File: src/hdl/tgd_pkg.sv
// Shared types and constants of the touch gesture detector.
// Used by the interfaces, the front, the back and the top level.
// No dependencies.
package tgd_pkg;

  localparam int NUM_GEST   = 5;
  localparam int GEST_W     = 3;
  localparam int KIND_W     = 2;
  localparam int ELAPSED_W  = 10;
  localparam int CFG_IDX_W  = 2;
  localparam int CFG_DATA_W = 16;
  localparam int HOLD_W     = 16;
  localparam int DIST_CFG_W = 12;
  localparam int QUEUE_DEPTH = 4;

  // Gesture codes, in emission order
  typedef enum logic [GEST_W-1:0] {
    G_SWIPE  = 3'd0,
    G_HOLD   = 3'd1,
    G_TAP    = 3'd2,
    G_SWIPE2 = 3'd3,
    G_PINCH  = 3'd4
  } gest_e;

  typedef enum logic [KIND_W-1:0] {
    EV_PRESSED  = 2'd0,
    EV_REPEAT   = 2'd1,
    EV_RELEASED = 2'd2
  } kind_e;

  // Configuration register indexes
  typedef enum logic [CFG_IDX_W-1:0] {
    REG_HOLD_TIME  = 2'd0,
    REG_MAX_SWIPE  = 2'd1,
    REG_PINCH_DIST = 2'd2,
    REG_PINCH_MOVE = 2'd3
  } reg_e;

  typedef struct packed {
    logic [HOLD_W-1:0]     hold_time;
    logic [DIST_CFG_W-1:0] max_swipe;
    logic [DIST_CFG_W-1:0] pinch_dist;
    logic [DIST_CFG_W-1:0] pinch_move;
  } cfg_t;

  localparam logic [HOLD_W-1:0]     HOLD_TIME_RST  = 16'd300;
  localparam logic [DIST_CFG_W-1:0] MAX_SWIPE_RST  = 12'd150;
  localparam logic [DIST_CFG_W-1:0] PINCH_DIST_RST = 12'd150;
  localparam logic [DIST_CFG_W-1:0] PINCH_MOVE_RST = 12'd50;

endpackage

File: src/hdl/tgd_if.sv
// Handshake channels of the touch gesture detector: touch frames in, events out.
// Depends on tgd_pkg.
interface tgd_frame_if #(
  parameter int COORD_BITS = 12
);
  logic                               valid;
  logic                               ready;
  logic                               first_active;
  logic                               second_active;
  logic [COORD_BITS-1:0]              first_x;
  logic [COORD_BITS-1:0]              first_y;
  logic [COORD_BITS-1:0]              second_x;
  logic [COORD_BITS-1:0]              second_y;
  logic [tgd_pkg::ELAPSED_W-1:0]      elapsed_ms;

  modport source (
    output valid, first_active, second_active, first_x, first_y, second_x, second_y,
           elapsed_ms,
    input  ready
  );
  modport sink (
    input  valid, first_active, second_active, first_x, first_y, second_x, second_y,
           elapsed_ms,
    output ready
  );
endinterface

interface tgd_event_if #(
  parameter int COORD_BITS = 12,
  parameter int TIME_BITS  = 16
);
  logic                         valid;
  logic                         ready;
  logic [tgd_pkg::GEST_W-1:0]   gesture;
  logic [tgd_pkg::KIND_W-1:0]   event_kind;
  logic [COORD_BITS-1:0]        pos_a_x;
  logic [COORD_BITS-1:0]        pos_a_y;
  logic [COORD_BITS-1:0]        pos_b_x;
  logic [COORD_BITS-1:0]        pos_b_y;
  logic [TIME_BITS-1:0]         down_ms;
  logic                         last;

  modport source (
    output valid, gesture, event_kind, pos_a_x, pos_a_y, pos_b_x, pos_b_y, down_ms, last,
    input  ready
  );
  modport sink (
    input  valid, gesture, event_kind, pos_a_x, pos_a_y, pos_b_x, pos_b_y, down_ms, last,
    output ready
  );
endinterface

File: src/hdl/touch_gesture_detector.sv
// Touch gesture detector: tap, hold and swipe for one finger, swipe and pinch
// for two fingers, reported as pressed, repeat or released events.
// Depends on tgd_pkg, tgd_if, tgd_front, tgd_fifo and tgd_back.
//
// Channels: frame_i takes one touch frame per beat (contact flags, both
// positions, milliseconds since the previous frame). event_o gives zero to
// four events per frame, in gesture order, with last set on the frame's final
// event. Frames that cause no event produce nothing on event_o.
// Throughput: the front pipeline takes a frame every cycle unless it stalls on a full
// queue; the event serializer in the back sends one event per cycle while the receiver
// is ready (one frame per cycle when each carries at most one event).
// A four-entry bundle queue separates front and back; when the receiver stalls,
// the queue fills and then frame_i.ready drops, without losing any event.
// Reset (rst_ni low, asynchronous) clears contact history, anchors, down-times,
// held flags and the queue, and loads the default thresholds. Configuration
// writes (cfg_we_i, cfg_idx_i, cfg_data_i) are taken at once; write only when
// the block is idle.
module touch_gesture_detector #(
  parameter int COORD_BITS = 12,
  parameter int TIME_BITS  = 16
) (
  input  logic                              clk_i,
  input  logic                              rst_ni,
  input  logic                              cfg_we_i,
  input  logic [tgd_pkg::CFG_IDX_W-1:0]     cfg_idx_i,
  input  logic [tgd_pkg::CFG_DATA_W-1:0]    cfg_data_i,
  tgd_frame_if.sink                         frame_i,
  tgd_event_if.source                       event_o
);

  localparam int BW = tgd_pkg::NUM_GEST*(1+tgd_pkg::KIND_W) + 6*COORD_BITS + 2*TIME_BITS;

  tgd_pkg::cfg_t cfg_q;
  logic          push_valid, full, pop, empty;
  logic [BW-1:0] push_data, head;

  // configuration registers
  always_ff @(posedge clk_i or negedge rst_ni) begin
    if (!rst_ni) begin
      cfg_q.hold_time  <= tgd_pkg::HOLD_TIME_RST;
      cfg_q.max_swipe  <= tgd_pkg::MAX_SWIPE_RST;
      cfg_q.pinch_dist <= tgd_pkg::PINCH_DIST_RST;
      cfg_q.pinch_move <= tgd_pkg::PINCH_MOVE_RST;
    end else if (cfg_we_i) begin
      case (tgd_pkg::reg_e'(cfg_idx_i))
        tgd_pkg::REG_HOLD_TIME:  cfg_q.hold_time  <= cfg_data_i[tgd_pkg::HOLD_W-1:0];
        tgd_pkg::REG_MAX_SWIPE:  cfg_q.max_swipe  <= cfg_data_i[tgd_pkg::DIST_CFG_W-1:0];
        tgd_pkg::REG_PINCH_DIST: cfg_q.pinch_dist <= cfg_data_i[tgd_pkg::DIST_CFG_W-1:0];
        tgd_pkg::REG_PINCH_MOVE: cfg_q.pinch_move <= cfg_data_i[tgd_pkg::DIST_CFG_W-1:0];
        default: ;
      endcase
    end
  end

  tgd_front #(
    .COORD_BITS(COORD_BITS),
    .TIME_BITS (TIME_BITS)
  ) u_front (
    .clk_i       (clk_i),
    .rst_ni      (rst_ni),
    .cfg_i       (cfg_q),
    .frame       (frame_i),
    .push_valid_o(push_valid),
    .push_data_o (push_data),
    .push_ready_i(!full)
  );

  tgd_fifo #(
    .WIDTH(BW),
    .DEPTH(tgd_pkg::QUEUE_DEPTH)
  ) u_fifo (
    .clk_i      (clk_i),
    .rst_ni     (rst_ni),
    .push_i     (push_valid),
    .push_data_i(push_data),
    .full_o     (full),
    .pop_i      (pop),
    .head_o     (head),
    .empty_o    (empty)
  );

  tgd_back #(
    .COORD_BITS(COORD_BITS),
    .TIME_BITS (TIME_BITS)
  ) u_back (
    .clk_i  (clk_i),
    .rst_ni (rst_ni),
    .head_i (head),
    .empty_i(empty),
    .pop_o  (pop),
    .evt    (event_o)
  );

endmodule

File: src/hdl/tgd_front.sv
// Front of the gesture detector: three-stage frame pipeline that tracks contacts,
// measures spacing and midpoint drift, and decides each frame's events as a bundle.
// Depends on tgd_pkg and tgd_frame_if.
module tgd_front #(
  parameter int COORD_BITS = 12,
  parameter int TIME_BITS  = 16
) (
  input  logic                 clk_i,
  input  logic                 rst_ni,
  input  tgd_pkg::cfg_t        cfg_i,
  tgd_frame_if.sink            frame,
  output logic                 push_valid_o,
  output logic [tgd_pkg::NUM_GEST*(1+tgd_pkg::KIND_W)+6*COORD_BITS+2*TIME_BITS-1:0]
                               push_data_o,
  input  logic                 push_ready_i
);

  localparam int C    = COORD_BITS;
  localparam int T    = TIME_BITS;
  localparam int NG   = tgd_pkg::NUM_GEST;
  localparam int EW   = tgd_pkg::ELAPSED_W;
  localparam int DW   = 2*C + 1;                          // squared spacing
  localparam int MW   = 2*C + 3;                          // squared midpoint drift
  localparam int SQW  = 2*tgd_pkg::DIST_CFG_W;            // squared threshold
  localparam int CMPW = (MW > SQW + 2) ? MW : SQW + 2;
  localparam int HW   = (T + 1 > tgd_pkg::HOLD_W + 1) ? T + 1 : tgd_pkg::HOLD_W + 1;

  typedef struct packed {
    logic [NG-1:0]                   mask;
    tgd_pkg::kind_e [NG-1:0]         kind;
    logic [C-1:0]                    a1x;
    logic [C-1:0]                    a1y;
    logic [C-1:0]                    c1x;
    logic [C-1:0]                    c1y;
    logic [C-1:0]                    c2x;
    logic [C-1:0]                    c2y;
    logic [T-1:0]                    opt;
    logic [T-1:0]                    tpt;
  } bnd_t;

  typedef struct packed {
    logic          f;
    logic          s;
    logic [C-1:0]  c1x;
    logic [C-1:0]  c1y;
    logic [C-1:0]  c2x;
    logic [C-1:0]  c2y;
    logic [EW-1:0] el;
    logic [2*C-1:0] sqx;
    logic [2*C-1:0] sqy;
    logic [C:0]    msx;
    logic [C:0]    msy;
  } p1_t;

  typedef struct packed {
    logic            f;
    logic            both;
    logic            pf;        // first contact down in previous frame
    logic            pb;        // both contacts down in previous frame
    logic            op_start;
    logic            tp_start;
    logic [C-1:0]    a1x;
    logic [C-1:0]    a1y;
    logic [C-1:0]    c1x;
    logic [C-1:0]    c1y;
    logic [C-1:0]    c2x;
    logic [C-1:0]    c2y;
    logic [EW-1:0]   el;
    logic [DW-1:0]   dist_sq;
    logic [DW-1:0]   adist;
    logic [2*C+1:0]  mdx2;
    logic [2*C+1:0]  mdy2;
  } p2_t;

  // ---------------- threshold squares, refreshed every cycle
  logic [SQW-1:0]  msw_q, pdt_q;
  logic [SQW+1:0]  mlim_q;
  logic [SQW-1:0]  pms_d;

  assign pms_d = SQW'(cfg_i.pinch_move) * SQW'(cfg_i.pinch_move);

  always_ff @(posedge clk_i) begin
    msw_q  <= SQW'(cfg_i.max_swipe) * SQW'(cfg_i.max_swipe);
    pdt_q  <= SQW'(cfg_i.pinch_dist) * SQW'(cfg_i.pinch_dist);
    mlim_q <= {pms_d, 2'b00};
  end

  // ---------------- pipeline control
  logic p1_valid_q, p2_valid_q;
  logic adv1, adv2;
  p1_t  p1_q, p1_d;
  p2_t  p2_q, p2_d;

  assign adv2        = p2_valid_q && push_ready_i;
  assign adv1        = p1_valid_q && (!p2_valid_q || adv2);
  assign frame.ready = !p1_valid_q || adv1;

  always_ff @(posedge clk_i or negedge rst_ni) begin
    if (!rst_ni) begin
      p1_valid_q <= 1'b0;
      p2_valid_q <= 1'b0;
    end else begin
      if (frame.ready) p1_valid_q <= frame.valid;
      if (!p2_valid_q || adv2) p2_valid_q <= adv1;
    end
  end

  // ---------------- stage 0: current spacing squares and midpoint sums
  logic [C-1:0] dx0, dy0;

  always_comb begin
    dx0 = (frame.first_x >= frame.second_x) ? frame.first_x - frame.second_x
                                            : frame.second_x - frame.first_x;
    dy0 = (frame.first_y >= frame.second_y) ? frame.first_y - frame.second_y
                                            : frame.second_y - frame.first_y;
    p1_d.f   = frame.first_active;
    p1_d.s   = frame.second_active;
    p1_d.c1x = frame.first_x;
    p1_d.c1y = frame.first_y;
    p1_d.c2x = frame.second_x;
    p1_d.c2y = frame.second_y;
    p1_d.el  = frame.elapsed_ms;
    p1_d.sqx = (2*C)'(dx0) * (2*C)'(dx0);
    p1_d.sqy = (2*C)'(dy0) * (2*C)'(dy0);
    p1_d.msx = (C+1)'(frame.first_x) + (C+1)'(frame.second_x);
    p1_d.msy = (C+1)'(frame.first_y) + (C+1)'(frame.second_y);
  end

  always_ff @(posedge clk_i) begin
    if (frame.valid && frame.ready) p1_q <= p1_d;
  end

  // ---------------- stage 1: contact tracking and anchors
  logic          prev_first_q, prev_both_q;
  logic [C-1:0]  anc_q [4];
  logic [DW-1:0] adist_q;
  logic [C:0]    amsx, amsy, mdx, mdy;

  always_comb begin
    p2_d.f        = p1_q.f;
    p2_d.both     = p1_q.f && p1_q.s;
    p2_d.pf       = prev_first_q;
    p2_d.pb       = prev_both_q;
    p2_d.op_start = p1_q.f && !prev_both_q && !prev_first_q;
    p2_d.tp_start = p2_d.both && !prev_both_q;
    p2_d.a1x      = p2_d.op_start ? p1_q.c1x : anc_q[0];
    p2_d.a1y      = p2_d.op_start ? p1_q.c1y : anc_q[1];
    p2_d.c1x      = p1_q.c1x;
    p2_d.c1y      = p1_q.c1y;
    p2_d.c2x      = p1_q.c2x;
    p2_d.c2y      = p1_q.c2y;
    p2_d.el       = p1_q.el;
    p2_d.dist_sq  = DW'(p1_q.sqx) + DW'(p1_q.sqy);
    p2_d.adist    = p2_d.tp_start ? p2_d.dist_sq : adist_q;
    // midpoint drift in doubled coordinates; zero on a two-point start
    amsx = (C+1)'(p2_d.a1x) + (C+1)'(anc_q[2]);
    amsy = (C+1)'(p2_d.a1y) + (C+1)'(anc_q[3]);
    mdx  = (p1_q.msx >= amsx) ? p1_q.msx - amsx : amsx - p1_q.msx;
    mdy  = (p1_q.msy >= amsy) ? p1_q.msy - amsy : amsy - p1_q.msy;
    if (p2_d.tp_start) begin
      mdx = '0;
      mdy = '0;
    end
    p2_d.mdx2 = (2*C+2)'(mdx) * (2*C+2)'(mdx);
    p2_d.mdy2 = (2*C+2)'(mdy) * (2*C+2)'(mdy);
  end

  always_ff @(posedge clk_i or negedge rst_ni) begin
    if (!rst_ni) begin
      prev_first_q <= 1'b0;
      prev_both_q  <= 1'b0;
      for (int i = 0; i < 4; i++) anc_q[i] <= '0;
      adist_q      <= '0;
    end else if (adv1) begin
      prev_first_q <= p2_d.f;
      prev_both_q  <= p2_d.both;
      adist_q      <= p2_d.adist;
      if (p2_d.tp_start) begin
        anc_q[0] <= p1_q.c1x;
        anc_q[1] <= p1_q.c1y;
        anc_q[2] <= p1_q.c2x;
        anc_q[3] <= p1_q.c2y;
      end else if (p2_d.op_start) begin
        anc_q[0] <= p1_q.c1x;
        anc_q[1] <= p1_q.c1y;
      end
    end
  end

  always_ff @(posedge clk_i) begin
    if (adv1) p2_q <= p2_d;
  end

  // ---------------- stage 2: event decisions, down-times, held flags
  logic [NG-1:0]           held_q, held_d;
  logic [T-1:0]            op_time_q, op_time_d, tp_time_q, tp_time_d;
  logic [DW-1:0]           max_q, max_d;
  logic [T-1:0]            opt_c, tpt_c;
  logic [T:0]              osum, tsum;
  logic [HW-1:0]           hold_w;
  logic [DW-1:0]           mp_c, change, mp_new;
  logic [MW-1:0]           move2;
  logic                    fin3, fin4;
  tgd_pkg::kind_e [NG-1:0] k_c;
  logic [NG-1:0]           v_c, em_c;
  bnd_t                    bnd;

  always_comb begin
    hold_w = HW'(cfg_i.hold_time);
    opt_c  = p2_q.op_start ? '0 : op_time_q;
    tpt_c  = p2_q.tp_start ? '0 : tp_time_q;
    mp_c   = p2_q.tp_start ? '0 : max_q;
    osum   = (T+1)'(opt_c) + (T+1)'(p2_q.el);
    tsum   = (T+1)'(tpt_c) + (T+1)'(p2_q.el);
    change = (p2_q.dist_sq >= p2_q.adist) ? p2_q.dist_sq - p2_q.adist
                                          : p2_q.adist - p2_q.dist_sq;
    mp_new = (change > mp_c) ? change : mp_c;
    move2  = MW'(p2_q.mdx2) + MW'(p2_q.mdy2);
    fin3   = (CMPW'(move2) < CMPW'(mlim_q)) && (CMPW'(mp_new) > CMPW'(pdt_q));
    fin4   = (CMPW'(move2) > CMPW'(mlim_q)) && (CMPW'(mp_new) < CMPW'(pdt_q));

    for (int g = 0; g < NG; g++) k_c[g] = tgd_pkg::EV_PRESSED;
    v_c       = '0;
    op_time_d = op_time_q;
    tp_time_d = tp_time_q;
    max_d     = max_q;

    // one-point gestures; release logic also runs while two fingers stay down
    if (p2_q.f && !p2_q.pb) begin
      if (held_q[tgd_pkg::G_SWIPE]) begin
        k_c[tgd_pkg::G_SWIPE] = tgd_pkg::EV_REPEAT;
        v_c[tgd_pkg::G_SWIPE] = 1'b1;
      end else if (p2_q.a1x != p2_q.c1x || p2_q.a1y != p2_q.c1y) begin
        v_c[tgd_pkg::G_SWIPE] = 1'b1;
      end
      if (HW'(osum) > hold_w && HW'(opt_c) <= hold_w && !held_q[tgd_pkg::G_SWIPE]) begin
        v_c[tgd_pkg::G_HOLD] = 1'b1;
      end
      op_time_d = osum[T] ? {T{1'b1}} : osum[T-1:0];
    end else if (p2_q.pf) begin
      if (HW'(opt_c) < hold_w) begin
        v_c[tgd_pkg::G_TAP] = 1'b1;
      end else if (held_q[tgd_pkg::G_HOLD]) begin
        k_c[tgd_pkg::G_HOLD] = tgd_pkg::EV_RELEASED;
        v_c[tgd_pkg::G_HOLD] = 1'b1;
      end
      if (held_q[tgd_pkg::G_SWIPE]) begin
        k_c[tgd_pkg::G_SWIPE] = tgd_pkg::EV_RELEASED;
        v_c[tgd_pkg::G_SWIPE] = 1'b1;
      end
    end

    // two-point gestures
    if (p2_q.both) begin
      if (p2_q.tp_start) begin
        if (CMPW'(p2_q.dist_sq) < CMPW'(msw_q)) v_c[tgd_pkg::G_SWIPE2] = 1'b1;
        v_c[tgd_pkg::G_PINCH] = 1'b1;
      end
      if (held_q[tgd_pkg::G_SWIPE2]) begin
        k_c[tgd_pkg::G_SWIPE2] = fin3 ? tgd_pkg::EV_RELEASED : tgd_pkg::EV_REPEAT;
        v_c[tgd_pkg::G_SWIPE2] = 1'b1;
      end
      if (held_q[tgd_pkg::G_PINCH]) begin
        k_c[tgd_pkg::G_PINCH] = fin4 ? tgd_pkg::EV_RELEASED : tgd_pkg::EV_REPEAT;
        v_c[tgd_pkg::G_PINCH] = 1'b1;
      end
      tp_time_d = tsum[T] ? {T{1'b1}} : tsum[T-1:0];
      max_d     = mp_new;
    end else if (p2_q.pb) begin
      if (held_q[tgd_pkg::G_SWIPE2]) begin
        k_c[tgd_pkg::G_SWIPE2] = tgd_pkg::EV_RELEASED;
        v_c[tgd_pkg::G_SWIPE2] = 1'b1;
      end
      if (held_q[tgd_pkg::G_PINCH]) begin
        k_c[tgd_pkg::G_PINCH] = tgd_pkg::EV_RELEASED;
        v_c[tgd_pkg::G_PINCH] = 1'b1;
      end
    end

    // at most four events leave; the pinch event drops when all five fire
    em_c = v_c;
    if (&v_c) em_c[tgd_pkg::G_PINCH] = 1'b0;

    // held flags follow the events that leave
    held_d = held_q;
    for (int g = 0; g < NG; g++) begin
      if (em_c[g]) begin
        if (k_c[g] == tgd_pkg::EV_PRESSED) held_d[g] = 1'b1;
        else if (k_c[g] == tgd_pkg::EV_RELEASED) held_d[g] = 1'b0;
      end
    end

    bnd.mask = em_c;
    bnd.kind = k_c;
    bnd.a1x  = p2_q.a1x;
    bnd.a1y  = p2_q.a1y;
    bnd.c1x  = p2_q.c1x;
    bnd.c1y  = p2_q.c1y;
    bnd.c2x  = p2_q.c2x;
    bnd.c2y  = p2_q.c2y;
    bnd.opt  = p2_q.pf && !(p2_q.f && !p2_q.pb) ? op_time_q : opt_c;
    bnd.tpt  = tpt_c;
  end

  always_ff @(posedge clk_i or negedge rst_ni) begin
    if (!rst_ni) begin
      held_q    <= '0;
      op_time_q <= '0;
      tp_time_q <= '0;
      max_q     <= '0;
    end else if (adv2) begin
      held_q    <= held_d;
      op_time_q <= op_time_d;
      tp_time_q <= tp_time_d;
      max_q     <= max_d;
    end
  end

  assign push_valid_o = adv2 && (|em_c);
  assign push_data_o  = bnd;

endmodule

File: src/hdl/tgd_fifo.sv
// Short bundle queue between the front and the back of the gesture detector.
// Flip-flop storage, head visible combinationally. No package dependency.
module tgd_fifo #(
  parameter int WIDTH = 8,
  parameter int DEPTH = 4
) (
  input  logic             clk_i,
  input  logic             rst_ni,
  input  logic             push_i,
  input  logic [WIDTH-1:0] push_data_i,
  output logic             full_o,
  input  logic             pop_i,
  output logic [WIDTH-1:0] head_o,
  output logic             empty_o
);

  localparam int PW = (DEPTH > 1) ? $clog2(DEPTH) : 1;
  localparam int CW = $clog2(DEPTH + 1);

  logic [WIDTH-1:0] mem_q [DEPTH];
  logic [PW-1:0]    wr_q, rd_q;
  logic [CW-1:0]    cnt_q;

  assign full_o  = (cnt_q == CW'(DEPTH));
  assign empty_o = (cnt_q == '0);
  assign head_o  = mem_q[rd_q];

  // storage
  always_ff @(posedge clk_i) begin
    if (push_i) mem_q[wr_q] <= push_data_i;
  end

  // pointers and fill count
  always_ff @(posedge clk_i or negedge rst_ni) begin
    if (!rst_ni) begin
      wr_q  <= '0;
      rd_q  <= '0;
      cnt_q <= '0;
    end else begin
      if (push_i) wr_q <= (wr_q == PW'(DEPTH - 1)) ? '0 : wr_q + 1'b1;
      if (pop_i)  rd_q <= (rd_q == PW'(DEPTH - 1)) ? '0 : rd_q + 1'b1;
      if (push_i && !pop_i)      cnt_q <= cnt_q + 1'b1;
      else if (pop_i && !push_i) cnt_q <= cnt_q - 1'b1;
    end
  end

endmodule

File: src/hdl/tgd_back.sv
// Back of the gesture detector: takes one frame bundle at a time from the queue
// and sends its events one beat each through a registered output. Depends on tgd_pkg.
module tgd_back #(
  parameter int COORD_BITS = 12,
  parameter int TIME_BITS  = 16
) (
  input  logic        clk_i,
  input  logic        rst_ni,
  input  logic [tgd_pkg::NUM_GEST*(1+tgd_pkg::KIND_W)+6*COORD_BITS+2*TIME_BITS-1:0]
                      head_i,
  input  logic        empty_i,
  output logic        pop_o,
  tgd_event_if.source evt
);

  localparam int C  = COORD_BITS;
  localparam int T  = TIME_BITS;
  localparam int NG = tgd_pkg::NUM_GEST;

  typedef struct packed {
    logic [NG-1:0]           mask;
    tgd_pkg::kind_e [NG-1:0] kind;
    logic [C-1:0]            a1x;
    logic [C-1:0]            a1y;
    logic [C-1:0]            c1x;
    logic [C-1:0]            c1y;
    logic [C-1:0]            c2x;
    logic [C-1:0]            c2y;
    logic [T-1:0]            opt;
    logic [T-1:0]            tpt;
  } bnd_t;

  bnd_t                   cur_q, head;
  logic [NG-1:0]          rem_q, rem_clr;
  tgd_pkg::gest_e         gi_c;
  logic                   busy, emit;
  logic                   ov_q;
  logic [tgd_pkg::GEST_W-1:0] gest_q;
  tgd_pkg::kind_e         kind_q, kind_c;
  logic [C-1:0]           ax_q, ay_q, bx_q, by_q, ax_c, ay_c, bx_c, by_c;
  logic [T-1:0]           down_q, down_c;
  logic                   last_q;

  assign head = bnd_t'(head_i);
  assign busy = |rem_q;
  assign emit = busy && (!ov_q || evt.ready);

  // lowest pending gesture goes first
  always_comb begin
    gi_c = tgd_pkg::G_SWIPE;
    for (int g = NG - 1; g >= 0; g--) begin
      if (rem_q[g]) gi_c = tgd_pkg::gest_e'(g[tgd_pkg::GEST_W-1:0]);
    end
    rem_clr = rem_q & ~(NG'(1) << gi_c);
  end

  assign pop_o = !empty_i && (!busy || (emit && rem_clr == '0));

  // event fields of the selected gesture
  always_comb begin
    kind_c = cur_q.kind[gi_c];
    case (gi_c)
      tgd_pkg::G_SWIPE, tgd_pkg::G_HOLD, tgd_pkg::G_TAP: begin
        ax_c   = cur_q.a1x;
        ay_c   = cur_q.a1y;
        if (gi_c == tgd_pkg::G_SWIPE && kind_c != tgd_pkg::EV_PRESSED) begin
          ax_c = cur_q.c1x;
          ay_c = cur_q.c1y;
        end
        bx_c   = '0;
        by_c   = '0;
        down_c = cur_q.opt;
      end
      default: begin
        ax_c   = cur_q.c1x;
        ay_c   = cur_q.c1y;
        bx_c   = cur_q.c2x;
        by_c   = cur_q.c2y;
        down_c = cur_q.tpt;
      end
    endcase
  end

  // bundle holding and output valid
  always_ff @(posedge clk_i or negedge rst_ni) begin
    if (!rst_ni) begin
      rem_q <= '0;
      ov_q  <= 1'b0;
    end else begin
      if (pop_o) rem_q <= head.mask;
      else if (emit) rem_q <= rem_clr;
      if (emit) ov_q <= 1'b1;
      else if (evt.ready) ov_q <= 1'b0;
    end
  end

  // payload registers
  always_ff @(posedge clk_i) begin
    if (pop_o) cur_q <= head;
    if (emit) begin
      gest_q <= gi_c;
      kind_q <= kind_c;
      ax_q   <= ax_c;
      ay_q   <= ay_c;
      bx_q   <= bx_c;
      by_q   <= by_c;
      down_q <= down_c;
      last_q <= (rem_clr == '0);
    end
  end

  assign evt.valid      = ov_q;
  assign evt.gesture    = gest_q;
  assign evt.event_kind = kind_q;
  assign evt.pos_a_x    = ax_q;
  assign evt.pos_a_y    = ay_q;
  assign evt.pos_b_x    = bx_q;
  assign evt.pos_b_y    = by_q;
  assign evt.down_ms    = down_q;
  assign evt.last       = last_q;

endmodule

File: src/flat_wrapper.sv
// flat-port wrapper written by rule: the top's interface ports become plain ports
module touch_gesture_detector_flat 
#(
  parameter int COORD_BITS = 12,
  parameter int TIME_BITS  = 16
)
  (clk_i, rst_ni, cfg_we_i, cfg_idx_i, cfg_data_i, frame_i_valid, frame_i_first_active, frame_i_second_active, frame_i_first_x, frame_i_first_y, frame_i_second_x, frame_i_second_y, frame_i_elapsed_ms, frame_i_ready, event_o_valid, event_o_gesture, event_o_event_kind, event_o_pos_a_x, event_o_pos_a_y, event_o_pos_b_x, event_o_pos_b_y, event_o_down_ms, event_o_last, event_o_ready);
  tgd_frame_if #(.COORD_BITS(COORD_BITS)) frame_i_i ();
  tgd_event_if #(.COORD_BITS(COORD_BITS), .TIME_BITS(TIME_BITS)) event_o_i ();
  input  logic clk_i;
  input  logic rst_ni;
  input  logic cfg_we_i;
  input  logic [tgd_pkg::CFG_IDX_W-1:0] cfg_idx_i;
  input  logic [tgd_pkg::CFG_DATA_W-1:0] cfg_data_i;
  input wire logic [$bits(frame_i_i.valid)-1:0] frame_i_valid;
  input wire logic [$bits(frame_i_i.first_active)-1:0] frame_i_first_active;
  input wire logic [$bits(frame_i_i.second_active)-1:0] frame_i_second_active;
  input wire logic [$bits(frame_i_i.first_x)-1:0] frame_i_first_x;
  input wire logic [$bits(frame_i_i.first_y)-1:0] frame_i_first_y;
  input wire logic [$bits(frame_i_i.second_x)-1:0] frame_i_second_x;
  input wire logic [$bits(frame_i_i.second_y)-1:0] frame_i_second_y;
  input wire logic [$bits(frame_i_i.elapsed_ms)-1:0] frame_i_elapsed_ms;
  output wire logic [$bits(frame_i_i.ready)-1:0] frame_i_ready;
  output wire logic [$bits(event_o_i.valid)-1:0] event_o_valid;
  output wire logic [$bits(event_o_i.gesture)-1:0] event_o_gesture;
  output wire logic [$bits(event_o_i.event_kind)-1:0] event_o_event_kind;
  output wire logic [$bits(event_o_i.pos_a_x)-1:0] event_o_pos_a_x;
  output wire logic [$bits(event_o_i.pos_a_y)-1:0] event_o_pos_a_y;
  output wire logic [$bits(event_o_i.pos_b_x)-1:0] event_o_pos_b_x;
  output wire logic [$bits(event_o_i.pos_b_y)-1:0] event_o_pos_b_y;
  output wire logic [$bits(event_o_i.down_ms)-1:0] event_o_down_ms;
  output wire logic [$bits(event_o_i.last)-1:0] event_o_last;
  input wire logic [$bits(event_o_i.ready)-1:0] event_o_ready;
  assign frame_i_i.valid = frame_i_valid;
  assign frame_i_i.first_active = frame_i_first_active;
  assign frame_i_i.second_active = frame_i_second_active;
  assign frame_i_i.first_x = frame_i_first_x;
  assign frame_i_i.first_y = frame_i_first_y;
  assign frame_i_i.second_x = frame_i_second_x;
  assign frame_i_i.second_y = frame_i_second_y;
  assign frame_i_i.elapsed_ms = frame_i_elapsed_ms;
  assign frame_i_ready = frame_i_i.ready;
  assign event_o_valid = event_o_i.valid;
  assign event_o_gesture = event_o_i.gesture;
  assign event_o_event_kind = event_o_i.event_kind;
  assign event_o_pos_a_x = event_o_i.pos_a_x;
  assign event_o_pos_a_y = event_o_i.pos_a_y;
  assign event_o_pos_b_x = event_o_i.pos_b_x;
  assign event_o_pos_b_y = event_o_i.pos_b_y;
  assign event_o_down_ms = event_o_i.down_ms;
  assign event_o_last = event_o_i.last;
  assign event_o_i.ready = event_o_ready;
  touch_gesture_detector #(.COORD_BITS(COORD_BITS), .TIME_BITS(TIME_BITS)) u_core (.clk_i(clk_i), .rst_ni(rst_ni), .cfg_we_i(cfg_we_i), .cfg_idx_i(cfg_idx_i), .cfg_data_i(cfg_data_i), .frame_i(frame_i_i), .event_o(event_o_i));
endmodule
File: config.mk
export PLATFORM = sky130hd
export DESIGN_NAME = touch_gesture_detector_flat
export DESIGN_NICKNAME = d
export VERILOG_FILES = /design/src/hdl/tgd_pkg.sv /design/src/hdl/tgd_if.sv /design/src/hdl/touch_gesture_detector.sv /design/src/hdl/tgd_front.sv /design/src/hdl/tgd_fifo.sv /design/src/hdl/tgd_back.sv /design/src/flat_wrapper.sv
export SDC_FILE = /design/constraint.sdc
export NUM_CORES = 2
export LEC_CHECK = 0
export BUFFER_PORTS_ARGS = -buffer_cell sky130_fd_sc_hd__buf_2
export CAP_MARGIN = 10
export CORE_MARGIN = 4
export CORE_UTILIZATION = 30
export CTS_CLUSTER_DIAMETER = 60
export DETAILED_ROUTE_END_ITERATION = 12
export PLACE_DENSITY = 0.46
export SYNTH_ARGS = -nofsm -noshare
export SYNTH_HDL_FRONTEND = slang
export SYNTH_SLANG_ARGS = --single-unit
File: constraint.sdc
create_clock -name clk_i -period 15.75 [get_ports clk_i]
set_clock_uncertainty 0.1 [all_clocks]
set_input_delay 1.575 -clock clk_i [delete_from_list [all_inputs] [get_ports clk_i]]
set_output_delay 1.575 -clock clk_i [all_outputs]
set_load 0.01 [all_outputs]
==> metrics.md <==
| Metric | Value |
|---|---|
| Post-cts sizing count | 0 |
| # rows | 196 |
| MaxCap Viol Count | 0 |
| Routed WL | 222000 um |
| Yosys cell types | 105 |
| Hold Path End | u_core.u_front.p2_q[110] |
| Vias post-DR | 53.8k |
| Required @ worst endpoint | 16200 ps |
| Total track usage | 15.1% |
| Routed WL per cell | 19.3 um |
| Min-delay src | u_core.u_front.p1_q[82] |
| Total grt overflow | 0 |
| TritonCTS Buffers | 153 |
| Die H | 543 um |
| Htree depth | 4 |
| Critical Path Max Stage Delay | 790 ps |
| Hold Path Class | reg -> reg |
| First-pass GRT wire length | 345000 um |
| Worst-Margin Slew | 1180 ps |
| Final HPWL DP | 170000 um |
| Port-buffer cells | 154 |
| Reg2reg start | u_core.u_front.prev_both_q |
| Proportion of netlist area held by the largest area contributor | 33.7% |
| Fillers | 28.5k |
| Arr. time, crit path | 13180 ps |
| First-pass DRT Iterations | 5 |
| Starting Density | 30.1% |
| CP endpoint kind | flip-flop |
| Placer Congestion | 0.837 |
| CORE AREA | 0.285 mm2 |
| FF-to-FF End | u_core.u_front.p2_q[50] |
| Critical Path Start Type | flip-flop |
| Postcts setup bufs | 0 |
| Register area share after synthesis | 41.3% |
| Pin count of the biggest net entering global routing | 73 |
| I/O pins | 155 |
| R2R setup slack | 3030 ps |
| RSZ-0062 raised after global routing | no |
| Outcome | finished, final reports clean |
| Ys async rst share | 16.4% |
| Crit path kind | reg -> reg |
| Post-CTS Hold Fix Bufs | 0 |
| Initial antenna violation count | 24 |
| Worst Path Buf+Inv | 6 |
| Setup TNS | 0 ps |
| Area delta synth->final | 12.1% |
| Clk sink count | 1235 |
| Initial drt markers | 2822 |
| CTS tree | built |
| DR DRC count | 0 |
| Max-slew violations | 0 |
| Clock Latency Late Sink | 810 ps |
| Reg2Reg Depth | 43 |
| Final period util | 80.8% |
| Crit path max fanout | 16 |
| Clk slew on worst S/H paths | 60 ps |
| Number of global-route vias before repair | 57.1k |
| Relative slew slack | 21.0% |
| Final nets | 9103 |
| Clock period minus worst slack | 12720 ps |
| Post-Syn Nets | 8938 |
| Synth area leader | edfxtp_1 |
| Root Driver | clkbuf_16 |
| Routed Antenna Nets | 0 |
| Die X | 543 um |
| Hold path depth | 0 |
| Ys flop type | edfxtp_1 |
| Post-synth EDFFs | 963 |
| Area contributors post-synth | edfxtp_1 (34%), fa_1 (14%), ha_1 (12%) |
| Final hold vios | 0 |
| Yosys reg bits | 1235 |
| Cell count after synthesis | 7437 |
| Mapped Area | 0.0858 mm2 |
| Ratio of cells with drive above 1 in the final layout | 11.4% |
| Most frequent cells after synthesis | inv_1 (1242), edfxtp_1 (963), ha_1 (813) |
| Syn avg cell area | 11.5 um2 |
| Critical path's top delay family | adder cells |
| Maximum clock path buffer count | 3 |
| Area of the die | 0.295 mm2 |
| Final Setup Violations | 0 |
| Yosys warns | 0 |
| Maximum clock rate | 0.0786 GHz |
| Via-per-instance ratio | 4.68 |
| Most frequent cell after synthesis | inv_1 |
| Worst path slowest cell | nor2_1 |
## layout by cell type (no fill, tap or decap), types with 116 or more instances in the layout
cell type and count:
ha_1 813, a21o_1 121, edfxtp_1 963, and2_1 210, o21ai_0 216, fa_1 605
xnor2_1 248, nor2_1 449, nand2_1 421, buf_2 153, inv_1 1241, dfrtp_1 186
clkbuf_16 154, a21oi_1 329, mux4_2 116, mux2_2 183
## routing by layer
metal  wire [um]  track usage (%)  vias to the layer above
met5          13                0                        -
met4        4110             3.31                        2
met3        7300             1.83                      224
met2      108000             25.8                      829
met1      102000             20.6                    27300
li1            -                -                    25500
## registers in the layout, indices dropped and copies added, names as in the netlist, 23 cells and up
register	cells
u_core.cfg_q	52
u_core.u_back.cur_q	111
u_core.u_fifo.mem_q	464
u_core.u_front.adist_q	25
u_core.u_front.anc_q	48
u_core.u_front.max_q	25
u_core.u_front.mlim_q	23
u_core.u_front.msw_q	23
u_core.u_front.p1_q	130
u_core.u_front.p2_q	116
u_core.u_front.pdt_q	23
u_core.u_front.push_data_o	72
## through the flow
step / utilization (%) / hold WS (ps) / instances / setup WS [ps] / cell area (um2)
5_1_grt: 33.7 / 339 / 11500 / 2120 / 96100
3_3_place_gp: 31.9 / 311 / 11200 / 3110 / 91000
4_1_cts: 33.7 / 331 / 11500 / 2970 / 96100
3_5_place_dp: 31.9 / 307 / 11200 / 2980 / 91000
2_1_floorplan: - / 294 / 7437 / 4550 / 85800
6_report: 33.7 / 326 / 11500 / 3030 / 96200
## cells by family (layout without fill, tap and decap cells)
group / count (synthesis) / after routing / synth area share [%]
other cells: 0 / 3 / 0
simple gates: 1603 / 1603 / 9.02
xor+xnor: 352 / 352 / 3.59
compound gates: 1038 / 1038 / 7.81
fa+ha+maj: 1419 / 1419 / 26.0
mux: 338 / 338 / 5.91
flops: 1235 / 1235 / 41.3
buf+inv: 1452 / 1747 / 6.42
## cell type report
class / instances / area [um2] / share of cell area, %
clock inverter: 78 / 953 / 0.992
clock buffer: 207 / 4220 / 4.39
inverter: 1251 / 4710 / 4.89
timing repair buffer: 211 / 1210 / 1.26
sequential: 1235 / 35400 / 36.8
antenna: 3 / 7.51 / 0.00781
multi-input combinational: 4750 / 44900 / 46.7
tap: 3762 / 4710 / 4.90
## worst register-to-register path, delay by kind of cell (launching register included)
family | cells | cell delay [ps]
adders and majority gates | 9 | 3900
AOI/OAI and AO/OA | 17 | 3750
muxes | 2 | 570
and+or+nand+nor | 7 | 2610
DFF | 1 | 400
buffers and inverters | 6 | 860
xor gates and xnor gates | 2 | 290
## worst max-delay path by stage
stage | from | end | slack (ps) | depth (start not counted)
after floorplan | u_core.u_front.prev_both_q | u_core.u_front.p2_q[50] | 4550 | 48
after global placement | u_core.u_front.prev_both_q | u_core.u_front.p2_q[50] | 3110 | 43
after detailed placement | u_core.u_front.prev_both_q | u_core.u_front.p2_q[50] | 2980 | 43
after CTS | u_core.u_front.prev_both_q | u_core.u_front.p2_q[50] | 2970 | 43
after global routing | u_core.u_front.prev_both_q | u_core.u_front.p2_q[50] | 2120 | 43
final | u_core.u_front.prev_both_q | u_core.u_front.p2_q[50] | 3030 | 43
Power is left out: the tool's default activity adds up to more than one toggle a clock period on the data nets, which glitch-free logic cannot reach.
